<file path="config.mk">
export PLATFORM = sky130hd
export DESIGN_NAME = kht_hash
export DESIGN_NICKNAME = d
export VERILOG_FILES = /design/src/hdl/kht_pkg.sv /design/src/hdl/kht_hash.sv
export SDC_FILE = /design/constraint.sdc
export NUM_CORES = 1
export LEC_CHECK = 0
export ABC_AREA = 0
export BUFFER_PORTS_ARGS = -buffer_cell sky130_fd_sc_hd__buf_4
export CAP_MARGIN = 5
export CELL_PAD_IN_SITES_DETAIL_PLACEMENT = 0
export CELL_PAD_IN_SITES_GLOBAL_PLACEMENT = 1
export CORE_MARGIN = 2
export CORE_UTILIZATION = 42
export CTS_CLUSTER_DIAMETER = 40
export DETAILED_ROUTE_END_ITERATION = 6
export PLACE_DENSITY = 0.8
export SYNTH_ARGS = -nofsm -noshare
export SYNTH_HDL_FRONTEND = slang
export SYNTH_SLANG_ARGS = --single-unit
</file>
<file path="constraint.sdc">
create_clock -name clk -period 4.3 [get_ports clk]
set_clock_uncertainty 0.1 [all_clocks]
set_input_delay 0.43 -clock clk [delete_from_list [all_inputs] [get_ports clk]]
set_output_delay 0.43 -clock clk [all_outputs]
set_load 0.005 [all_outputs]
</file>
<file path="src/hdl/kht_pkg.sv">
// Package for the keyword hash table: field widths, result codes, action codes,
// controller states and the control bundle toward the table storage.
// No dependencies; every other file of the block imports it.
`timescale 1ns / 1ps
`default_nettype none

package kht_pkg;

  localparam int CHAR_W   = 7;
  localparam int ID_W     = 10;
  localparam int STATUS_W = 3;
  localparam int SLOT_W   = 8;

  typedef enum logic [STATUS_W-1:0] {
    ST_FOUND     = 3'd0,
    ST_IDENT     = 3'd1,
    ST_INSERTED  = 3'd2,
    ST_COLLISION = 3'd3,
    ST_TOO_LONG  = 3'd4
  } kht_status_t;

  typedef enum logic {
    ACT_INSERT = 1'b0,
    ACT_SEARCH = 1'b1
  } kht_action_t;

  typedef enum logic [2:0] {
    S_CLEAR,
    S_IDLE,
    S_HASH,
    S_LOOKUP,
    S_COPY,
    S_CMP,
    S_EMIT
  } kht_state_t;

  // Strobes from the controller to the table storage.
  typedef struct packed {
    logic meta_rd;
    logic meta_wr;
    logic char_rd;
    logic char_wr;
  } kht_tbl_ctl_t;

endpackage

`default_nettype wire

</file>
<file path="src/hdl/kht_hash.sv">
// Polynomial hash unit: hash = (HASH_MULT * hash + char) mod TABLE_SLOTS.
// Power-of-two tables keep the low bits of the sum; others reduce by reciprocal
// multiply, registering sum, quotient and remainder in turn. Depends on kht_pkg.
`timescale 1ns / 1ps
`default_nettype none

module kht_hash import kht_pkg::*; #(
  parameter int TABLE_SLOTS = 256,
  parameter int HASH_MULT   = 31,
  localparam int HW         = $clog2(TABLE_SLOTS)
) (
  input  wire logic              clk,
  input  wire logic              rst_n,
  input  wire logic              start,
  input  wire logic              first,
  input  wire logic [CHAR_W-1:0] char_code,
  output logic                   busy,
  output logic [HW-1:0]          hash
);

  // Width of HASH_MULT * (TABLE_SLOTS - 1) + largest character.
  localparam int PW = $clog2(HASH_MULT * (TABLE_SLOTS - 1) + (1 << CHAR_W));

  logic [HW-1:0] hash_r;
  logic [HW-1:0] base;
  logic [PW-1:0] sum;

  assign base = first ? '0 : hash_r;
  assign sum  = PW'(HASH_MULT) * PW'(base) + PW'(char_code);
  assign hash = hash_r;

  if ((TABLE_SLOTS & (TABLE_SLOTS - 1)) == 0) begin : g_pow2
    assign busy = 1'b0;

    always_ff @(posedge clk) begin
      if (!rst_n) begin
        hash_r <= '0;
      end else if (start) begin
        hash_r <= sum[HW-1:0];
      end
    end
  end else begin : g_recip
    // Exact quotient of any PW-bit value: q = (x * RECIP) >> K.
    localparam int K            = PW + HW;
    localparam int RW           = PW + 2;
    localparam logic [63:0] RECIP =
      ((64'd1 << K) + 64'(TABLE_SLOTS) - 64'd1) / 64'(TABLE_SLOTS);

    logic [1:0]       phase_r;
    logic [PW-1:0]    prod_r;
    logic [PW-1:0]    q_r;
    logic [2*PW+1:0]  qprod;
    logic [PW-1:0]    rem;

    assign qprod = {{(PW + 2){1'b0}}, prod_r} * {{PW{1'b0}}, RECIP[RW-1:0]};
    assign rem   = prod_r - PW'(q_r * PW'(TABLE_SLOTS));
    assign busy  = (phase_r != 2'd0);

    always_ff @(posedge clk) begin
      if (!rst_n) begin
        phase_r <= 2'd0;
        hash_r  <= '0;
      end else begin
        unique case (phase_r)
          2'd0: begin
            if (start) begin
              prod_r  <= sum;
              phase_r <= 2'd1;
            end
          end
          2'd1: begin
            q_r     <= PW'(qprod >> K);
            phase_r <= 2'd2;
          end
          default: begin
            hash_r  <= rem[HW-1:0];
            phase_r <= 2'd0;
          end
        endcase
      end
    end
  end

endmodule

`default_nettype wire

</file>
# Word level (Yosys, flattened, before mapping)
# Index checks and enable logic that the tools add are counted.
# totals
regBits	8
input_bits	11
output_inout_bits	9
word_cells	4
# op_classes
n_addsub	1
multipliers	1
n_mux	1
# op_table
operator	n
8-bit by 7-bit adder with 8-bit output	1
5-bit by 8-bit multiplier with 8-bit output (first input constant)	1
8-bit two-way mux	1

# Logic depth before layout (Yosys ltp)
# Gate-level depths: netlist of the first run.
# depth
depth_word	3
ltp_mapped	15

# Worst setup path after synthesis of the first run
# OpenSTA, ideal clock, no wires.
# synth_path
path_type	in2reg
startpoint	input first
endpoint	register hash_r[7] (netlist: hash[7])
arrival_ps	3667
required_time_ps	4130
setup_slack_ps	463
stages	15
path_buffers	1
cell_sequence	clkbuf_1 -> nor2b_1 -> inv_2 -> fa_1 -> inv_1 -> fa_1 -> inv_1 -> fa_1 -> inv_1 -> ha_1 -> o21ai_1 -> o21bai_1 -> a21oi_4 -> xnor3_1 -> a21oi_1
# synth_between
elab_chain_len	3
# synth_rtl
item	line	rtl
start: declaration	kht_hash.sv:15	input wire logic first,
8-bit two-way mux	kht_hash.sv:28	assign base = first ? '0 : hash_r;
5-bit by 8-bit multiplier with 8-bit output	kht_hash.sv:29	assign sum = PW'(HASH_MULT) * PW'(base) + PW'(char_code);
8-bit by 7-bit adder with 8-bit output	kht_hash.sv:29	
end signal: assignment	kht_hash.sv:39	hash_r <= sum[HW-1:0];
end: declaration	kht_hash.sv:24	logic [HW-1:0] hash_r;
# Every way passes these cells.
# A chain may end at the register's enable or synchronous reset.

# Worst setup path in the final report of the first run
# Ends and elaborated chain as after synthesis.

==> results.py, run 1 <==
metrics = {
    "floorplanning": {
        "core.rowCount": 18,
        "fp.dieW_um": 55.8,
        "dieHeight_um": 55.8,
        "start_util_pct": 45.0,
        "core_sq_mm": 0.00250,
        "boundaryPins": 20,
        "dieArea_sq_mm": 0.00311,
    },
    "layout": {
        "finalNonFillerCells": 167,
        "fillers": 250,
        "final_nets": 177,
        "largest_register_ffs": 8,
        "regArea_sq_um": 160,
        "multi_input_area_sq_um": 856,
        "antenna_cells": 0,
        "syn_to_final_growth_pct": 16.4,
        "drive_above_1_share_pct": 19.7,
    },
    "global_route": {
        "antenna_found_initial": 0,
        "grt_util_all_layers_pct": 15.6,
        "grt_overflow": 0,
        "grt_start_max_net_pins": 13,
        "first_global_vias": 849,
        "grt_pass1_wl_mm": 3.84,
    },
    "worst_setup_path": {
        "cp_max_fo": 12,
        "r2r.worst_path.cells": 14,
        "rr_endpoint": "hash[7]$_SDFFE_PN0P_",
        "path_class": "input port to flip-flop",
        "cp.arrival_ns": 3.82,
        "worstSetupEndpointType": "flip-flop",
        "startpoint_type": "input port",
        "r2r_setup_slack_ns": 0.57,
        "cp.required_ns": 4.38,
        "reg2reg_from": "hash[3]$_SDFFE_PN0P_",
    },
    "sta": {
        "maxSlewViolCount": 0,
        "final_hold_viol_count": 0,
        "rsz0062_at_grt": "no",
        "fin_tns_setup_ns": 0,
        "finalSetupViolCount": 0,
        "fmax_mhz": 267,
        "finalCritPeriodShare_pct": 87.0,
        "hold_slack_ns": 0.345,
        "timing.final.crit_period_ns": 3.74,
        "worst_slack_ns": 0.560,
    },
    "synth": {
        "synth.avg_cell_area_sq_um": 9.53,
        "synth_top_cell_by_area": "fa_1",
        "synth_edf_count": 0,
        "synth-async-reset-ratio_pct": 0,
        "synthCells": 118,
        "ys.warnings.count": 0,
        "synth.top_cell.area_share_pct": 19.6,
        "syn-cell-area_sq_mm": 0.00112,
        "netlist_top_cells_area": "fa_1 (20%), ha_1 (18%), dfxtp_1 (14%)",
        "syn_nets": 156,
        "ys_seq_area_share_pct": 14.2,
        "synthFlopType": "dfxtp_1",
        "ys_ff_latch": 8,
        "synth_cell_type_count": 27,
    },
    "hold_path": {
        "holdCritPathClass": "input port to flip-flop",
        "min_path_cells": 2,
        "min-delay-start": "rst_n",
        "min_to": "hash[5]$_SDFFE_PN0P_",
    },
    "power": {
        "power_mw": 0.609,
        "p_sw_mw": 0.257,
        "swShare_pct": 42.3,
        "p_per_area_mw_per_mm2": 465,
        "peakVddDrop_mv": 0.343,
        "p_seq_share_pct": 17.9,
        "clkPwrFrac_pct": 8.7,
        "leakagePower_nw": 0.689,
        "p_int_mw": 0.351,
        "p_comb_share_pct": 73.5,
    },
    "placement": {
        "dpl.hpwl_mm": 1.88,
        "port_buffers": 18,
        "place_ws_ns": 0.325,
        "dp_cells": 164,
        "globalplace.congestion": 0.749,
    },
    "route": {
        "routedWlPerCell_um": 12.8,
        "drt.antenna.violating_nets": 0,
        "vias": 805,
        "route.detailed.drc": 0,
        "drt_wl_total_mm": 2.14,
        "first_pass_iters": 4,
        "drt_first_iter_violations": 14,
        "vias_per_cell": 4.82,
    },
    "flow_run": {
        "drv_cap": 0,
    },
    "clocking": {
        "clock_sinks": 8,
        "cts.path.max_buffers": 2,
        "cts_hold_buf": 0,
        "post_cts_resized": 0,
        "h-tree-depth": 1,
        "path_clk_slew_ns": 0.05,
        "cts_root_buffer": "clkbuf_4",
        "cts_setup_buffers": 0,
        "cts_tree": "built",
        "clock_latency_ns": 0.24,
        "cts_made_buffers": 3,
    },
    "run_status": {
        "status": "completed",
    },
}
==> cell type report <==
class	instances	area share, %
Multi-Input combinational cell	85	65.4
Sequential cell	8	12.2
Timing Repair Buffer	21	12.0
Inverter	20	5.74
Tap cell	30	2.87
Clock buffer	3	1.72
==> Yosys cell counts (2+ instances only) <==
cell      number
nor2_1         4
clkbuf_1       2
ha_1          16
nor2b_1        8
a211oi_1       2
nand2_1        4
fa_1          11
dfxtp_1        8
inv_1         19
o21ai_0        3
mux2i_1        5
a21o_1         4
xnor3_1        2
buf_4          2
nand2b_1       4
a21oi_1        5
xnor2_1        9
==> kinds of logic (layout without fill, tap and decap cells) <==
| logic type | Yosys count | in the layout | synth area share (%) |
|---|---|---|---|
| buffers and inverters | 25 | 44 | 9.68 |
| flip-flops | 8 | 8 | 14.2 |
| AND/OR/NAND/NOR | 21 | 21 | 9.90 |
| adder cells (fa/ha/maj) | 27 | 27 | 37.4 |
| other | 1 | 1 | 0.333 |
| AO/OA/AOI/OAI | 20 | 20 | 13.0 |
| multiplexers | 5 | 5 | 4.45 |
| XOR/XNOR | 11 | 11 | 11.0 |
==> metrics by stage <==
stage | cell area (sq um) | util, %
2_1_floorplan | 1120 | -
3_5_place_dp | 1290 | 51.5
3_3_place_gp | 1290 | 51.5
5_1_grt | 1310 | 52.4
6_report | 1310 | 52.4
4_1_cts | 1310 | 52.4
==> metal layers <==
metal	part of all wire, %	track usage (%)
met5	0	0
met4	0	3.14
met3	2.7	1.63
met2	49	25.3
met1	49	22.4
==> how the worst max path moves through the flow <==
stage / from / endpoint / slack, ns / cells past startpoint
detailed placement: first / hash[7]$_SDFFE_PN0P_ / 0.32 / 15
finish: first / hash[7]$_SDFFE_PN0P_ / 0.56 / 15
CTS: hash[3]$_SDFFE_PN0P_ / hash[7]$_SDFFE_PN0P_ / 0.56 / 14
global placement: first / hash[7]$_SDFFE_PN0P_ / 0.41 / 15
floorplan: first / hash[7]$_SDFFE_PN0P_ / 0.46 / 15
global route: hash[0]$_SDFFE_PN0P_ / hash[7]$_SDFFE_PN0P_ / 0.36 / 13
==> cell usage in the layout, fill, tap and decap left out, drive strengths merged <==
cell type  netlist  routed
o211a            1       1
a211oi           2       2
dfxtp            8       8
a21oi            6       6
mux2i            5       5
fa              11      11
clkbuf           2       3
nand2            4       4
conb             1       1
nor2             4       4
nor2b            8       8
o32ai            1       1
xnor2            9       9
ha              16      16
xnor3            2       2
nand2b           4       4
inv             20      20
a21o             4       4
and2             1       1
o22ai            1       1
o21ai            4       4
buf              3      21
o21bai           1       1
==> power groups by stage <==
stage | logic (mW) | registers, mW | clock network, mW
5_1_grt | 0.512 | 0.111 | 0.0626
4_1_cts | 0.451 | 0.109 | 0.0561
3_3_place_gp | 0.438 | 0.110 | 0
6_report | 0.447 | 0.109 | 0.0528
3_5_place_dp | 0.447 | 0.110 | 0
2_1_floorplan | 0.335 | 0.111 | 0
==> critical path, stage by stage <==
cell	delay, ns
buf_4	0.15
nor2b_1	0.18
inv_2	0.07
fa_1	0.47
inv_1	0.05
fa_1	0.47
inv_1	0.05
fa_1	0.54
inv_1	0.05
ha_1	0.24
a211oi_1	0.26
o21bai_1	0.17
a21oi_4	0.16
xnor3_1	0.38
a21oi_1	0.13
No activity file was read; power rests on OpenSTA's default activity.
==> run 2, diff against run 1 <==
- ABC_AREA: 0 -> 1
- CORE_UTILIZATION: 42 -> 40
- PLACE_DENSITY: 0.8 -> 0.81
==> run 2 against run 1 <==
Compared with the run above: synthesized area grew 3.8%; final area is 3.9% higher; largest power group unchanged; cell count rose by 31%; sequential power barely moved; synthesized cell count up 42%; total power is 6.3% lower; wire length up 20%; largest cell class unchanged.
==> results.py, run 2 <==
metrics = {
    "power": {
        "p_sw_mw": 0.275,
        "p_seq_share_pct": 18.8,
        "peakVddDrop_mv": 0.330,
        "p_per_area_mw_per_mm2": 419,
        "p_comb_share_pct": 70.8,
        "leakagePower_nw": 0.857,
        "swShare_pct": 48.3,
        "power_mw": 0.570,
        "clkPwrFrac_pct": 10.5,
        "p_int_mw": 0.295,
    },
    "synth": {
        "syn_nets": 206,
        "ys.warnings.count": 0,
        "synth_common_cells": "inv_1 (45), nand2_1 (29), ha_1 (16), nor2_1 (16), fa_1 (11)",
        "synth_cell_type_count": 19,
        "synthFlopType": "dfxtp_1",
        "synth_edf_count": 0,
        "netlist_top_cells_area": "fa_1 (19%), ha_1 (17%), inv_1 (14%)",
        "synth_top_cell_by_area": "fa_1",
        "synth_most_common_cell": "inv_1",
        "synth.avg_cell_area_sq_um": 6.95,
        "synth.top_cell.area_share_pct": 18.9,
        "synth-async-reset-ratio_pct": 0,
        "ys_seq_area_share_pct": 13.7,
        "synthCells": 168,
        "ys_ff_latch": 8,
        "syn-cell-area_sq_mm": 0.00117,
    },
    "layout": {
        "final_nets": 228,
        "drive_above_1_share_pct": 17.0,
        "regArea_sq_um": 160,
        "fillers": 290,
        "fin_util_pct": 49.3,
        "final_cell_mix": "inv_1 (45), nand2_1 (29), buf_4 (19)",
        "largest_register_ffs": 8,
        "syn_to_final_growth_pct": 16.5,
        "multi_input_area_sq_um": 823,
        "layout_commonest_cell": "inv_1",
        "antenna_cells": 0,
        "design_area_sq_mm": 0.00136,
    },
    "route": {
        "routedWlPerCell_um": 11.8,
        "route.detailed.drc": 0,
        "vias_per_cell": 4.78,
        "drt.antenna.violating_nets": 0,
        "vias": 1047,
        "first_pass_iters": 4,
        "drt_first_iter_violations": 13,
        "drt_wl_total_mm": 2.58,
    },
    "clocking": {
        "path_clk_slew_ns": 0.05,
        "clock_sinks": 8,
        "cts_tree": "built",
        "clock_latency_ns": 0.26,
        "cts_hold_buf": 0,
        "cts_made_buffers": 3,
        "post_cts_resized": 0,
        "h-tree-depth": 1,
        "cts_root_buffer": "clkbuf_4",
        "cts.path.max_buffers": 2,
        "cts_setup_buffers": 0,
    },
    "worst_setup_path": {
        "cp-endpoint": "hash[7]$_SDFFE_PN0P_",
        "slowest_stage": "fa_1",
        "r2r.worst_path.cells": 19,
        "crit_top_cell": "inv_1",
        "cp.arrival_ns": 3.66,
        "max_stage_delay_ns": 0.53,
        "crit_chain": "buf_4, inv_2, nand2_1, nor2_1, nor2_1, ha_1, or2_2, fa_1, inv_1, fa_1, inv_1, ha_1, nand2_1, inv_1, nand3_1, nand3_1, inv_1, nand2_1, nand3_1, nand2_1, inv_1",
        "critical-path-top-delay-family": "adder cells",
        "reg2reg_from": "hash[0]$_SDFFE_PN0P_",
        "startpoint_type": "input port",
        "crit_cells": 21,
        "crit_path_start": "first",
        "worstSetupEndpointType": "flip-flop",
        "cp_max_fo": 8,
        "cp.required_ns": 4.36,
        "r2r_setup_slack_ns": 0.78,
        "crit_buf_inv": 7,
        "rr_endpoint": "hash[7]$_SDFFE_PN0P_",
        "path_class": "input port to flip-flop",
    },
    "sta": {
        "fmax_mhz": 278,
        "finalCritPeriodShare_pct": 83.7,
        "rsz0062_at_grt": "no",
        "finalSetupViolCount": 0,
        "hold_slack_ns": 0.337,
        "final_hold_viol_count": 0,
        "maxSlewViolCount": 0,
        "fin_tns_setup_ns": 0,
        "timing.final.crit_period_ns": 3.60,
    },
    "global_route": {
        "first_global_vias": 999,
        "grt_overflow": 0,
        "grt_pass1_wl_mm": 4.35,
        "grt_util_all_layers_pct": 17.2,
        "grt_start_max_net_pins": 13,
        "antenna_found_initial": 0,
    },
    "hold_path": {
        "holdCritPathClass": "input port to flip-flop",
    },
    "flow_run": {
        "drv_cap": 0,
    },
    "floorplanning": {
        "dieArea_sq_mm": 0.00337,
        "start_util_pct": 42.3,
        "dieHeight_um": 58.0,
        "core.rowCount": 19,
        "fp.dieW_um": 58.0,
        "core_sq_mm": 0.00276,
        "boundaryPins": 20,
    },
    "placement": {
        "dpl.hpwl_mm": 2.35,
        "port_buffers": 18,
        "globalplace.congestion": 0.839,
        "dpl-instance-area_sq_mm": 0.00134,
    },
    "run_status": {
        "status": "completed",
    },
}
-- run 2: worst register-to-register path, delay by kind of cell (launching register included) --
family	cells	cell delay (ns)
simple gates	10	1.15
flops	1	0.36
fa+ha+maj	4	1.58
buf+inv	5	0.24
-- run 2: cell type report --
class | count | area share (%)
sequential | 8 | 11.8
inverter | 46 | 12.7
tap | 31 | 2.85
multi-input combinational | 112 | 60.5
clock buffer | 3 | 1.66
timing repair buffer | 19 | 10.5
-- run 2: worst min-delay path by stage --
stage | slack (ns) | from | cells past startpoint | endpoint
floorplan | 0.38 | hash[1]$_SDFFE_PN0P_ | 2 | hash[1]$_SDFFE_PN0P_
global placement | 0.44 | hash[0]$_SDFFE_PN0P_ | 2 | hash[0]$_SDFFE_PN0P_
detailed placement | 0.44 | hash[1]$_SDFFE_PN0P_ | 2 | hash[1]$_SDFFE_PN0P_
CTS | 0.33 | rst_n | 3 | hash[3]$_SDFFE_PN0P_
global route | 0.36 | rst_n | 3 | hash[3]$_SDFFE_PN0P_
finish | 0.34 | rst_n | 3 | hash[3]$_SDFFE_PN0P_
-- run 2: metal layers --
metal,share of wire (%),GRT usage (%),routed length (um)
met5,0,0,0
met4,3.6,9.63,93
met3,3.4,1.56,88
met2,48,30.7,1250
met1,44,20.1,1150
-- run 2: power by group through the flow --
stage               clock (mW)  sequential, mW  combinational [mW]
detailed placement           0           0.108               0.411
floorplan                    0           0.107               0.292
CTS                     0.0633           0.107               0.414
global placement             0           0.108               0.395
global route            0.0632           0.109               0.470
finish                  0.0597           0.107               0.403
-- run 2: through the flow --
stage | worst slack [ns] | cells
finish | 0.700 | 219
floorplan | 0.788 | 168
detailed placement | 0.388 | 216
global placement | 0.539 | 216
global route | 0.398 | 219
CTS | 0.663 | 219
-- run 2: cells by family (layout without fill, tap and decap cells) --
logic type / after synthesis / in the layout / synth area share, %
buffers and inverters: 48 / 68 / 15.8
xor gates and xnor gates: 4 / 4 / 3.00
DFF: 8 / 8 / 13.7
and+or+nand+nor: 64 / 64 / 24.3
AOI/OAI and AO/OA: 16 / 16 / 6.86
other: 1 / 1 / 0.321
adders and majority gates: 27 / 27 / 36.0
